--- src/rtl/core/cep_pkg.sv ---
`timescale 1ns / 1ps
`default_nettype none

package cep_pkg;

  localparam int unsigned CmdW     = 2;
  localparam int unsigned TimeW    = 32;
  localparam int unsigned IdW      = 29;
  localparam int unsigned LenW     = 4;
  localparam int unsigned PayloadW = 64;
  localparam int unsigned SeqW     = 16;
  localparam int unsigned CountW   = 32;
  localparam int unsigned MinCntW  = 16;
  localparam int unsigned BusErrW  = 16;
  localparam int unsigned VerdictW = 3;
  localparam int unsigned ApbDataW = 32;
  localparam int unsigned ApbAddrW = 4;

  localparam logic [TimeW-1:0]   TIMEOUT_DEFAULT   = 32'd50;
  localparam logic [MinCntW-1:0] MIN_COUNT_DEFAULT = 16'd16;
  localparam logic [LenW-1:0]    PROBE_LENGTH      = 4'd8;

  localparam logic [CmdW-1:0] CMD_PROBE = 2'd0;
  localparam logic [CmdW-1:0] CMD_FRAME = 2'd1;
  localparam logic [CmdW-1:0] CMD_TICK  = 2'd2;

  localparam logic [1:0] REG_TIMEOUT  = 2'd0;
  localparam logic [1:0] REG_MIN_CNT  = 2'd1;
  localparam logic [1:0] REG_TX_ID    = 2'd2;
  localparam logic [1:0] REG_ECHO_ID  = 2'd3;

  typedef enum logic [2:0] {
    KIND_NONE    = 3'd0,
    KIND_PROBE   = 3'd1,
    KIND_FRAME   = 3'd2,
    KIND_BAD_LEN = 3'd3,
    KIND_TICK    = 3'd4
  } kind_e;

  typedef enum logic [VerdictW-1:0] {
    VERDICT_RUNNING = 3'd0,
    VERDICT_OK      = 3'd1,
    VERDICT_SILENT  = 3'd2,
    VERDICT_CORRUPT = 3'd3,
    VERDICT_LOSSY   = 3'd4,
    VERDICT_DROPPED = 3'd5
  } verdict_e;

  typedef struct packed {
    logic [TimeW-1:0]   tmo_limit;
    logic [MinCntW-1:0] min_count;
    logic [IdW-1:0]     echo_id;
  } cfg_t;

  // one classified transaction as it sits in the queue
  typedef struct packed {
    kind_e              kind;
    logic [SeqW-1:0]    seq;
    logic               pat_ok;
    logic [TimeW-1:0]   now_ms;
    logic [TimeW-1:0]   rtt_us;
    logic [BusErrW-1:0] bus_err;
  } item_t;

  typedef struct packed {
    logic                accepted;
    logic                probe_valid;
    logic [PayloadW-1:0] probe_payload;
    verdict_e            verdict;
    logic [CountW-1:0]   sent;
    logic [CountW-1:0]   echoed;
    logic [CountW-1:0]   corrupt;
    logic [CountW-1:0]   stale;
    logic [CountW-1:0]   timeouts;
    logic [TimeW-1:0]    rtt_min;
    logic [TimeW-1:0]    rtt_max;
  } result_t;

  function automatic logic [7:0] pattern_byte(input logic [1:0] sel);
    logic [7:0] b;
    case (sel)
      2'd0:    b = 8'h00;
      2'd1:    b = 8'hFF;
      2'd2:    b = 8'h55;
      2'd3:    b = 8'hAA;
      default: b = 8'h00;
    endcase
    return b;
  endfunction

  function automatic logic [PayloadW-1:0] make_payload(input logic [SeqW-1:0] seq);
    logic [7:0] b;
    b = pattern_byte(seq[1:0]);
    return {b, b, b, b, b, b, seq};
  endfunction

endpackage

`default_nettype wire

--- src/rtl/core/cep_back.sv ---
`timescale 1ns / 1ps
`default_nettype none

module cep_back (
  input  wire logic           clk_i,
  input  wire logic           rst_ni,
  input  wire cep_pkg::cfg_t  cfg_i,
  input  wire logic           q_valid_i,
  input  wire cep_pkg::item_t q_item_i,
  output logic                q_pop_o,
  output logic                out_valid_o,
  input  wire logic           out_stall_i,
  output cep_pkg::result_t    result_o
);

  logic [cep_pkg::SeqW-1:0]   next_seq_q,  next_seq_d;
  logic [cep_pkg::SeqW-1:0]   awaited_q,   awaited_d;
  logic                       in_flight_q, in_flight_d;
  logic [cep_pkg::TimeW-1:0]  send_time_q, send_time_d;
  logic [cep_pkg::CountW-1:0] sent_q,    sent_d;
  logic [cep_pkg::CountW-1:0] echoed_q,  echoed_d;
  logic [cep_pkg::CountW-1:0] corrupt_q, corrupt_d;
  logic [cep_pkg::CountW-1:0] stale_q,   stale_d;
  logic [cep_pkg::CountW-1:0] tmo_q,     tmo_d;
  logic [cep_pkg::TimeW-1:0]  rtt_min_q, rtt_min_d;
  logic [cep_pkg::TimeW-1:0]  rtt_max_q, rtt_max_d;
  logic [cep_pkg::TimeW-1:0]  elapsed;
  logic                       out_valid_q;
  cep_pkg::result_t           res_q, res_d;
  logic                       load;

  assign load    = !out_valid_q || !out_stall_i;
  assign q_pop_o = q_valid_i && load;
  assign elapsed = q_item_i.now_ms - send_time_q;

  always_comb begin
    next_seq_d  = next_seq_q;
    awaited_d   = awaited_q;
    in_flight_d = in_flight_q;
    send_time_d = send_time_q;
    sent_d      = sent_q;
    echoed_d    = echoed_q;
    corrupt_d   = corrupt_q;
    stale_d     = stale_q;
    tmo_d       = tmo_q;
    rtt_min_d   = rtt_min_q;
    rtt_max_d   = rtt_max_q;
    res_d       = '0;

    case (q_item_i.kind)
      cep_pkg::KIND_PROBE: begin
        if (!in_flight_q) begin
          res_d.accepted      = 1'b1;
          res_d.probe_valid   = 1'b1;
          res_d.probe_payload = cep_pkg::make_payload(next_seq_q);
          awaited_d   = next_seq_q;
          in_flight_d = 1'b1;
          send_time_d = q_item_i.now_ms;
          sent_d      = sent_q + 1'b1;
          next_seq_d  = next_seq_q + 1'b1;
        end
      end
      cep_pkg::KIND_BAD_LEN: begin
        res_d.accepted = 1'b1;
        corrupt_d      = corrupt_q + 1'b1;
        in_flight_d    = 1'b0;
      end
      cep_pkg::KIND_FRAME: begin
        res_d.accepted = 1'b1;
        if (!in_flight_q || (q_item_i.seq != awaited_q)) begin
          stale_d = stale_q + 1'b1;
        end else begin
          if (!q_item_i.pat_ok) begin
            corrupt_d = corrupt_q + 1'b1;
          end else begin
            echoed_d = echoed_q + 1'b1;
            // first echo after reset or after the counter wraps loads the minimum
            if ((echoed_d == cep_pkg::CountW'(1)) || (q_item_i.rtt_us < rtt_min_q)) begin
              rtt_min_d = q_item_i.rtt_us;
            end
            if (q_item_i.rtt_us > rtt_max_q) begin
              rtt_max_d = q_item_i.rtt_us;
            end
          end
          in_flight_d = 1'b0;
        end
      end
      cep_pkg::KIND_TICK: begin
        if (in_flight_q && (elapsed >= cfg_i.tmo_limit)) begin
          res_d.accepted = 1'b1;
          in_flight_d    = 1'b0;
          tmo_d          = tmo_q + 1'b1;
        end
      end
      default: ;
    endcase

    // verdict is taken from the counts after this transaction
    if (sent_d < {{(cep_pkg::CountW-cep_pkg::MinCntW){1'b0}}, cfg_i.min_count}) begin
      res_d.verdict = cep_pkg::VERDICT_RUNNING;
    end else if ((echoed_d == '0) && (corrupt_d == '0) && (stale_d == '0)) begin
      res_d.verdict = cep_pkg::VERDICT_SILENT;
    end else if (corrupt_d != '0) begin
      res_d.verdict = cep_pkg::VERDICT_CORRUPT;
    end else if ((tmo_d != '0) || (stale_d != '0)) begin
      res_d.verdict = (q_item_i.bus_err == '0) ? cep_pkg::VERDICT_DROPPED
                                               : cep_pkg::VERDICT_LOSSY;
    end else begin
      res_d.verdict = cep_pkg::VERDICT_OK;
    end

    res_d.sent     = sent_d;
    res_d.echoed   = echoed_d;
    res_d.corrupt  = corrupt_d;
    res_d.stale    = stale_d;
    res_d.timeouts = tmo_d;
    res_d.rtt_min  = rtt_min_d;
    res_d.rtt_max  = rtt_max_d;
  end

  always_ff @(posedge clk_i or negedge rst_ni) begin
    if (!rst_ni) begin
      next_seq_q  <= '0;
      awaited_q   <= '0;
      in_flight_q <= 1'b0;
      send_time_q <= '0;
      sent_q      <= '0;
      echoed_q    <= '0;
      corrupt_q   <= '0;
      stale_q     <= '0;
      tmo_q       <= '0;
      rtt_min_q   <= '0;
      rtt_max_q   <= '0;
      out_valid_q <= 1'b0;
    end else begin
      if (q_pop_o) begin
        next_seq_q  <= next_seq_d;
        awaited_q   <= awaited_d;
        in_flight_q <= in_flight_d;
        send_time_q <= send_time_d;
        sent_q      <= sent_d;
        echoed_q    <= echoed_d;
        corrupt_q   <= corrupt_d;
        stale_q     <= stale_d;
        tmo_q       <= tmo_d;
        rtt_min_q   <= rtt_min_d;
        rtt_max_q   <= rtt_max_d;
      end
      if (load) begin
        out_valid_q <= q_valid_i;
      end
    end
  end

  always_ff @(posedge clk_i) begin
    if (q_pop_o) begin
      res_q <= res_d;
    end
  end

  assign out_valid_o = out_valid_q;
  assign result_o    = res_q;

endmodule

`default_nettype wire

--- config.mk ---
export PLATFORM = sky130hd
export DESIGN_NAME = cep_back
export DESIGN_NICKNAME = d
export VERILOG_FILES = /design/src/rtl/core/cep_pkg.sv /design/src/rtl/core/cep_back.sv
export SDC_FILE = /design/constraint.sdc
export NUM_CORES = 1
export LEC_CHECK = 0
export ABC_AREA = 0
export CORE_MARGIN = 2
export CORE_UTILIZATION = 60
export CTS_CLUSTER_DIAMETER = 200
export DETAILED_ROUTE_END_ITERATION = 8
export DONT_BUFFER_PORTS = 1
export PLACE_DENSITY_LB_ADDON = 0.08
export SETUP_SLACK_MARGIN = 0.2
export SYNTH_ARGS = -nofsm -noshare
export SYNTH_HDL_FRONTEND = slang
export SYNTH_SLANG_ARGS = --single-unit
--- constraint.sdc ---
create_clock -name clk_i -period 17.87 [get_ports clk_i]
set_clock_uncertainty 0.05 [all_clocks]
set_input_delay 3.574 -clock clk_i [delete_from_list [all_inputs] [get_ports clk_i]]
set_output_delay 3.574 -clock clk_i [all_outputs]
set_load 0.1 [all_outputs]
==> results.yml, run 1 <==
outcome:
  status: "finished, final reports clean"
sta:
  fin_crit_ns: 9.99
  worst_hold_slack_ns: 0.438
  maxSlewHeadroom: 0.251
  hold_viol: 0
  finalSetupViolCount: 0
  fmax_mhz: 100
  fin_crit_sh: 0.559
  worst_pin_slew_ns: 1.10
  rsz0062_at_grt: "no"
  finalMaxSlewViolations: 0
  setup_tns_ns: 0
setup_path:
  slowest_stage: "a21oi_1"
  cp_max_fo: 9
  path_delay_family: "compound AO/OA/AOI/OAI gates"
  cp_common_cell: "a21oi_1"
  critPathKind: "in -> reg"
  path_buf_inv: 2
  critPathArrivalTime_ns: 10.31
  setup.worst_path.start_class: "primary input"
  slowest_delay_ns: 0.65
  endpoint_kind: "flop"
  worstPathRequired_ns: 18.19
synth:
  synth-seq-cells: 537
  ys_types: 85
  avgSynthCellArea_um2: 10.3
  syn_nets: 3275
  async_flop_share: 0.540
  synthFlopType: "dfrtp_1"
  synth_edf_count: 247
  synth_area_um2: 30300
  synth.yosys.warnings: 0
  ys_seq_area_frac: 0.485
  synthCells: 2943
floorplanning:
  die_x_um: 229
  core_um2: 50000
  fp-row-count: 82
  start_util: 0.606
  dieArea_um2: 52300
  ioPinCount: 476
  die_h_um: 229
cts:
  clkTransAtPathRegs_ns: 0.06
  ctsRootBufferMaster: "clkbuf_16"
  hold_buffers: 0
  clock_path_buffers: 3
  tritoncts: "built"
  ctsHtreeMaxLevel: 2
  ctsResizeCount: 0
  cts_buffers: 57
  clock_latency_ns: 0.63
  cts_setup_buffers: 0
  cts.sinks: 537
layout:
  final_nets: 3171
  final_cell_mix: "312 x nand2_1, 290 x dfrtp_1, 247 x edfxtp_1"
  diodes: 0
  area_growth_pct: 6.98
  final_common_cell: "nand2_1"
  layout-drive-gt1-share: 0.0970
  utilization: 0.648
route:
  vias_per_cell: 5.93
  firstDrtPassIters: 5
  drt_iter0_drc: 1768
  vias: 21100
  final_antenna_net_count: 0
  wl_per_cell_um: 20.8
  drc: 0
  wirelength_um: 74100
power:
  power.share.clock: 0.355
  leakage_nw: 13.8
  intPower_w: 0.00224
  powerDensity_nw_per_um2: 103
  irDropWorstVdd_v: 0.0000707
  p_sw_w: 0.00109
  swShare: 0.328
  seqPwrFrac: 0.488
  combPwrFrac: 0.158
hold_path:
  hp-class: "reg -> reg"
placed_design:
  port_buffers: 0
  hpwl_um: 52500
  place.gp.congestion: 0.940
global_route:
  grt_usage: 0.284
  grt_max_degree: 291
  gr-total-overflow: 0
  grt_pass1_vias: 20600
  grt_pass1_wl_um: 117000
  antenna_found_initial: 0
run:
  drv_cap: 0
-- metal layers --
layer  vias up  track usage  wire [um]
met4         0       0.0786       1830
met5         -            0          0
li1       9967            -          -
met2       631        0.459      35100
met3       113       0.0580       5150
met1     10400        0.391      32100
-- area by class of cell --
| class | instances | area, um^2 |
|---|---|---|
| clock buffer | 78 | 1620 |
| multi-input combinational | 2035 | 14100 |
| fill | 4004 | 17600 |
| timing repair buffer | 22 | 250 |
| tap | 672 | 841 |
| sequential | 537 | 14700 |
| clock inverter | 29 | 248 |
| inverter | 186 | 706 |
-- registers in the layout, summed over array words and instances, names as in the netlist --
signal,cells
result_o,247
corrupt_q,32
echoed_q,32
rtt_max_q,32
rtt_min_q,32
send_time_q,32
sent_q,32
stale_q,32
tmo_q,32
awaited_q,16
next_seq_q,16
in_flight_q,1
out_valid_o,1
-- path summary, 6_finish.rpt --
path	from	cells past startpoint	endpoint	slack, ns
min in group asynchronous	rst_ni	0	send_time_q[0]	2.59
setup reg to reg	send_time_q[0]	25	result_o[226]	10.54
setup / recovery	q_item_i[48]	26	result_o[226]	7.88
max in group asynchronous	rst_ni	0	sent_q[3]	14.38
hold / removal	stale_q[31]	1	stale_q[31]	0.44
hold reg to reg	stale_q[31]	1	stale_q[31]	0.44
-- stage by stage --
step                setup WS [ns]  power, W  area [um^2]  instances
floorplan                    2.47   0.00207        30300       2943
global placement             7.41   0.00215        30500       3452
detailed placement           7.32   0.00217        30500       3452
CTS                          7.98   0.00335        32400       3559
global route                 7.45   0.00348        32400       3559
finish                       7.88   0.00333        32400       3559
-- power by group through the flow --
stage                     sequential (W)  combinational (W)  clock, W
final                            0.00162           0.000525   0.00118
after detailed placement         0.00164           0.000522         0
after global routing             0.00163           0.000593   0.00126
after CTS                        0.00162           0.000526   0.00120
after floorplan                  0.00163           0.000433         0
after global placement           0.00164           0.000508         0
-- cells by family (layout without fill, tap and decap cells) --
| logic type | count (synthesis) | after routing | share of synthesized area |
|---|---|---|---|
| xor gates and xnor gates | 378 | 378 | 0.109 |
| and+or+nand+nor | 997 | 997 | 0.159 |
| muxes | 152 | 152 | 0.0561 |
| AOI/OAI and AO/OA | 357 | 357 | 0.0758 |
| adders and majority gates | 151 | 151 | 0.0626 |
| DFF | 537 | 537 | 0.485 |
| buffers and inverters | 371 | 315 | 0.0522 |
-- cell usage after synthesis (all sizes together), types with 6 or more instances --
master | count | share of area
nor2b | 17 | 0.0035
nor4 | 31 | 0.0068
mux2 | 141 | 0.052
buf | 73 | 0.015
o21bai | 7 | 0.0017
o21ai | 105 | 0.017
a2111oi | 6 | 0.0026
a21oi | 91 | 0.015
nand4 | 83 | 0.017
o31ai | 8 | 0.0020
nand3 | 108 | 0.018
a31oi | 11 | 0.0023
o211ai | 6 | 0.0015
or4 | 12 | 0.0031
mux2i | 11 | 0.0036
nand2 | 312 | 0.039
xnor2 | 221 | 0.064
and4 | 7 | 0.0020
inv | 185 | 0.023
and2 | 31 | 0.0064
xor2 | 157 | 0.045
nor3 | 60 | 0.010
dfrtp | 290 | 0.24
edfxtp | 247 | 0.24
ha | 150 | 0.062
and3 | 37 | 0.0076
o21a | 11 | 0.0027
o2111ai | 6 | 0.0025
nor2 | 226 | 0.028
nand2b | 29 | 0.0060
or2 | 10 | 0.0021
a21o | 47 | 0.012
or3 | 12 | 0.0025
clkbuf | 112 | 0.014
a211oi | 17 | 0.0042
No activity file was read; power rests on OpenSTA's default activity.
==> run 2, diff against run 1 <==
clock period = 10.17 ns   (was 17.87 ns; I/O delays follow)
==> run 2 against run 1 <==
Against the previous run: final cell count about the same; clock-buffer cell count decreased by 1; sequential share of layout area fell by 0.12 points; non-clock buffer count is 3 higher; largest cell class unchanged.
==> results.yml, run 2 (synthesis results as in run 1) <==
route:
  final_antenna_net_count: 0
  wl_per_cell_um: 20.8
  firstDrtPassIters: 5
  wirelength_um: 74200
  vias_per_cell: 5.89
  drc: 0
  drt_iter0_drc: 1576
  vias: 21000
cts:
  cts.sinks: 537
  hold_buffers: 0
  cts_buffers: 56
  cts_setup_buffers: 0
  ctsRootBufferMaster: "clkbuf_16"
  ctsResizeCount: 0
  clock_path_buffers: 3
  clock_latency_ns: 0.63
  ctsHtreeMaxLevel: 2
  tritoncts: "built"
  clkTransAtPathRegs_ns: 0.06
sta:
  hold_viol: 0
  fin_crit_sh: 0.819
  fin_crit_ns: 8.33
  setup_tns_ns: 0
  worst_pin_slew_ns: 1.07
  maxSlewHeadroom: 0.282
  finalSetupViolCount: 0
  rsz0062_at_grt: "no"
  fmax_mhz: 120
  finalMaxSlewViolations: 0
hold_path:
  holdPathEnd: "stale_q[31]"
  hp-start: "stale_q[31]"
  min_path_cells: 1
  hp-class: "reg -> reg"
floorplanning:
  dieArea_um2: 52300
  start_util: 0.606
  die_h_um: 229
  fp-row-count: 82
  core_um2: 50000
  die_x_um: 229
  ioPinCount: 476
setup_path:
  worstPathRequired_ns: 10.49
  cp_max_fo: 9
  endpoint_kind: "flop"
  critPathKind: "in -> reg"
  r2r_cells: 25
  r2r_end: "result_o[226]"
  setup.worst_path.start_class: "primary input"
  rrSetupSlack_ns: 2.90
  critPathArrivalTime_ns: 8.65
  reg2reg_from: "send_time_q[1]"
layout:
  final_cell_mix: "311 x nand2_1, 290 x dfrtp_1, 247 x edfxtp_1"
  diodes: 0
  layout-drive-gt1-share: 0.0983
  largest_reg_flops: 247
  final_nets: 3173
  area_growth_pct: 7.26
  fillerInstances: 4058
  final_common_cell: "nand2_1"
power:
  powerDensity_nw_per_um2: 182
  intPower_w: 0.00399
  irDropWorstVdd_v: 0.000188
  power.share.clock: 0.362
  p_total_w: 0.00592
  seqPwrFrac: 0.482
  p_sw_w: 0.00193
  leakage_nw: 13.9
  combPwrFrac: 0.156
  swShare: 0.327
placed_design:
  place.gp.congestion: 0.952
  port_buffers: 0
  hpwl_um: 52600
run:
  drv_cap: 0
global_route:
  grt_pass1_wl_um: 117000
  use_met3: 0.0538
  grt_pass1_vias: 20300
  global_route.usage.met2: 0.450
  gr-total-overflow: 0
  antenna_found_initial: 0
  grt_usage: 0.282
  grt_use_met1: 0.399
  grt_max_degree: 291
  top_usage_layer: "met2"
outcome:
  status: "finished, final reports clean"
[run 2: cell count changes in the layout (fill, tap and decap cells not counted), sizes merged]
cell / previous run / this run
clkbuf: 78 / 77
clkinv: 21 / 15
buf: 22 / 25
bufinv: 3 / 7
inv: 187 / 188
clkinvlp: 4 / 5
[run 2: power groups by stage]
stage / clock network (W) / logic, W / registers, W
5_1_grt: 0.00227 / 0.00105 / 0.00286
3_3_place_gp: 0 / 0.000894 / 0.00289
3_5_place_dp: 0 / 0.000922 / 0.00289
2_1_floorplan: 0 / 0.000762 / 0.00286
4_1_cts: 0.00219 / 0.000930 / 0.00285
6_report: 0.00214 / 0.000925 / 0.00285
[run 2: final cells by class]
class / count / area, um^2 / share of cell area
repair buffers: 25 / 285 / 0.00878
inverters: 186 / 706 / 0.0217
flip-flops and latches: 537 / 14700 / 0.452
well taps: 672 / 841 / 0.0259
clock inverters: 29 / 372 / 0.0114
multi-input cells: 2035 / 14100 / 0.433
clock buffers: 77 / 1540 / 0.0475
[run 2: critical path, cell delays in order]
cell and delay (ns):
inv_1 0.06, ha_1 0.17, inv_1 0.06, fa_1 0.40
a21o_1 0.17, a21oi_1 0.26, o211ai_1 0.16, a41oi_1 0.32
nor2b_1 0.13, a22o_1 0.24, o211ai_1 0.25, a21oi_1 0.11
a211o_1 0.29, xor2_1 0.14, ha_1 0.31, nand4_1 0.16
nor3_1 0.11, a221oi_1 0.53, nand2_1 0.15, a21oi_1 0.66
nor3_1 0.22, xor2_1 0.20, or4_1 0.56, or4_1 0.43
nand4b_1 0.26, and4b_1 0.27
[run 2: metal layers]
layer | wire (um) | up-vias
met2 | 34500 | 692
met5 | 0 | -
met4 | 1700 | 0
met3 | 5280 | 108
met1 | 32700 | 10200
li1 | - | 9975
[run 2: worst max-delay path by stage]
stage                 start             to  slack, ns
2_1_floorplan   out_stall_i        q_pop_o       1.69
3_3_place_gp   q_item_i[48]  result_o[226]       1.44
3_5_place_dp   q_item_i[48]  result_o[226]       1.30
4_1_cts        q_item_i[48]  result_o[226]       1.90
5_1_grt        q_item_i[48]  result_o[226]       1.35
6_report       q_item_i[48]  result_o[226]       1.84
[run 2: per-stage QoR]
stage	setup slack, ns	hold slack, ns	utilization	cell area, um^2	std cells
finish	1.84	0.437	0.650	32500	3561
global route	1.35	0.459	0.650	32500	3561
CTS	1.90	0.440	0.650	32500	3561
detailed placement	1.30	0.428	0.612	30600	3455
global placement	1.44	0.422	0.612	30600	3455
floorplan	1.69	0.404	-	30300	2943
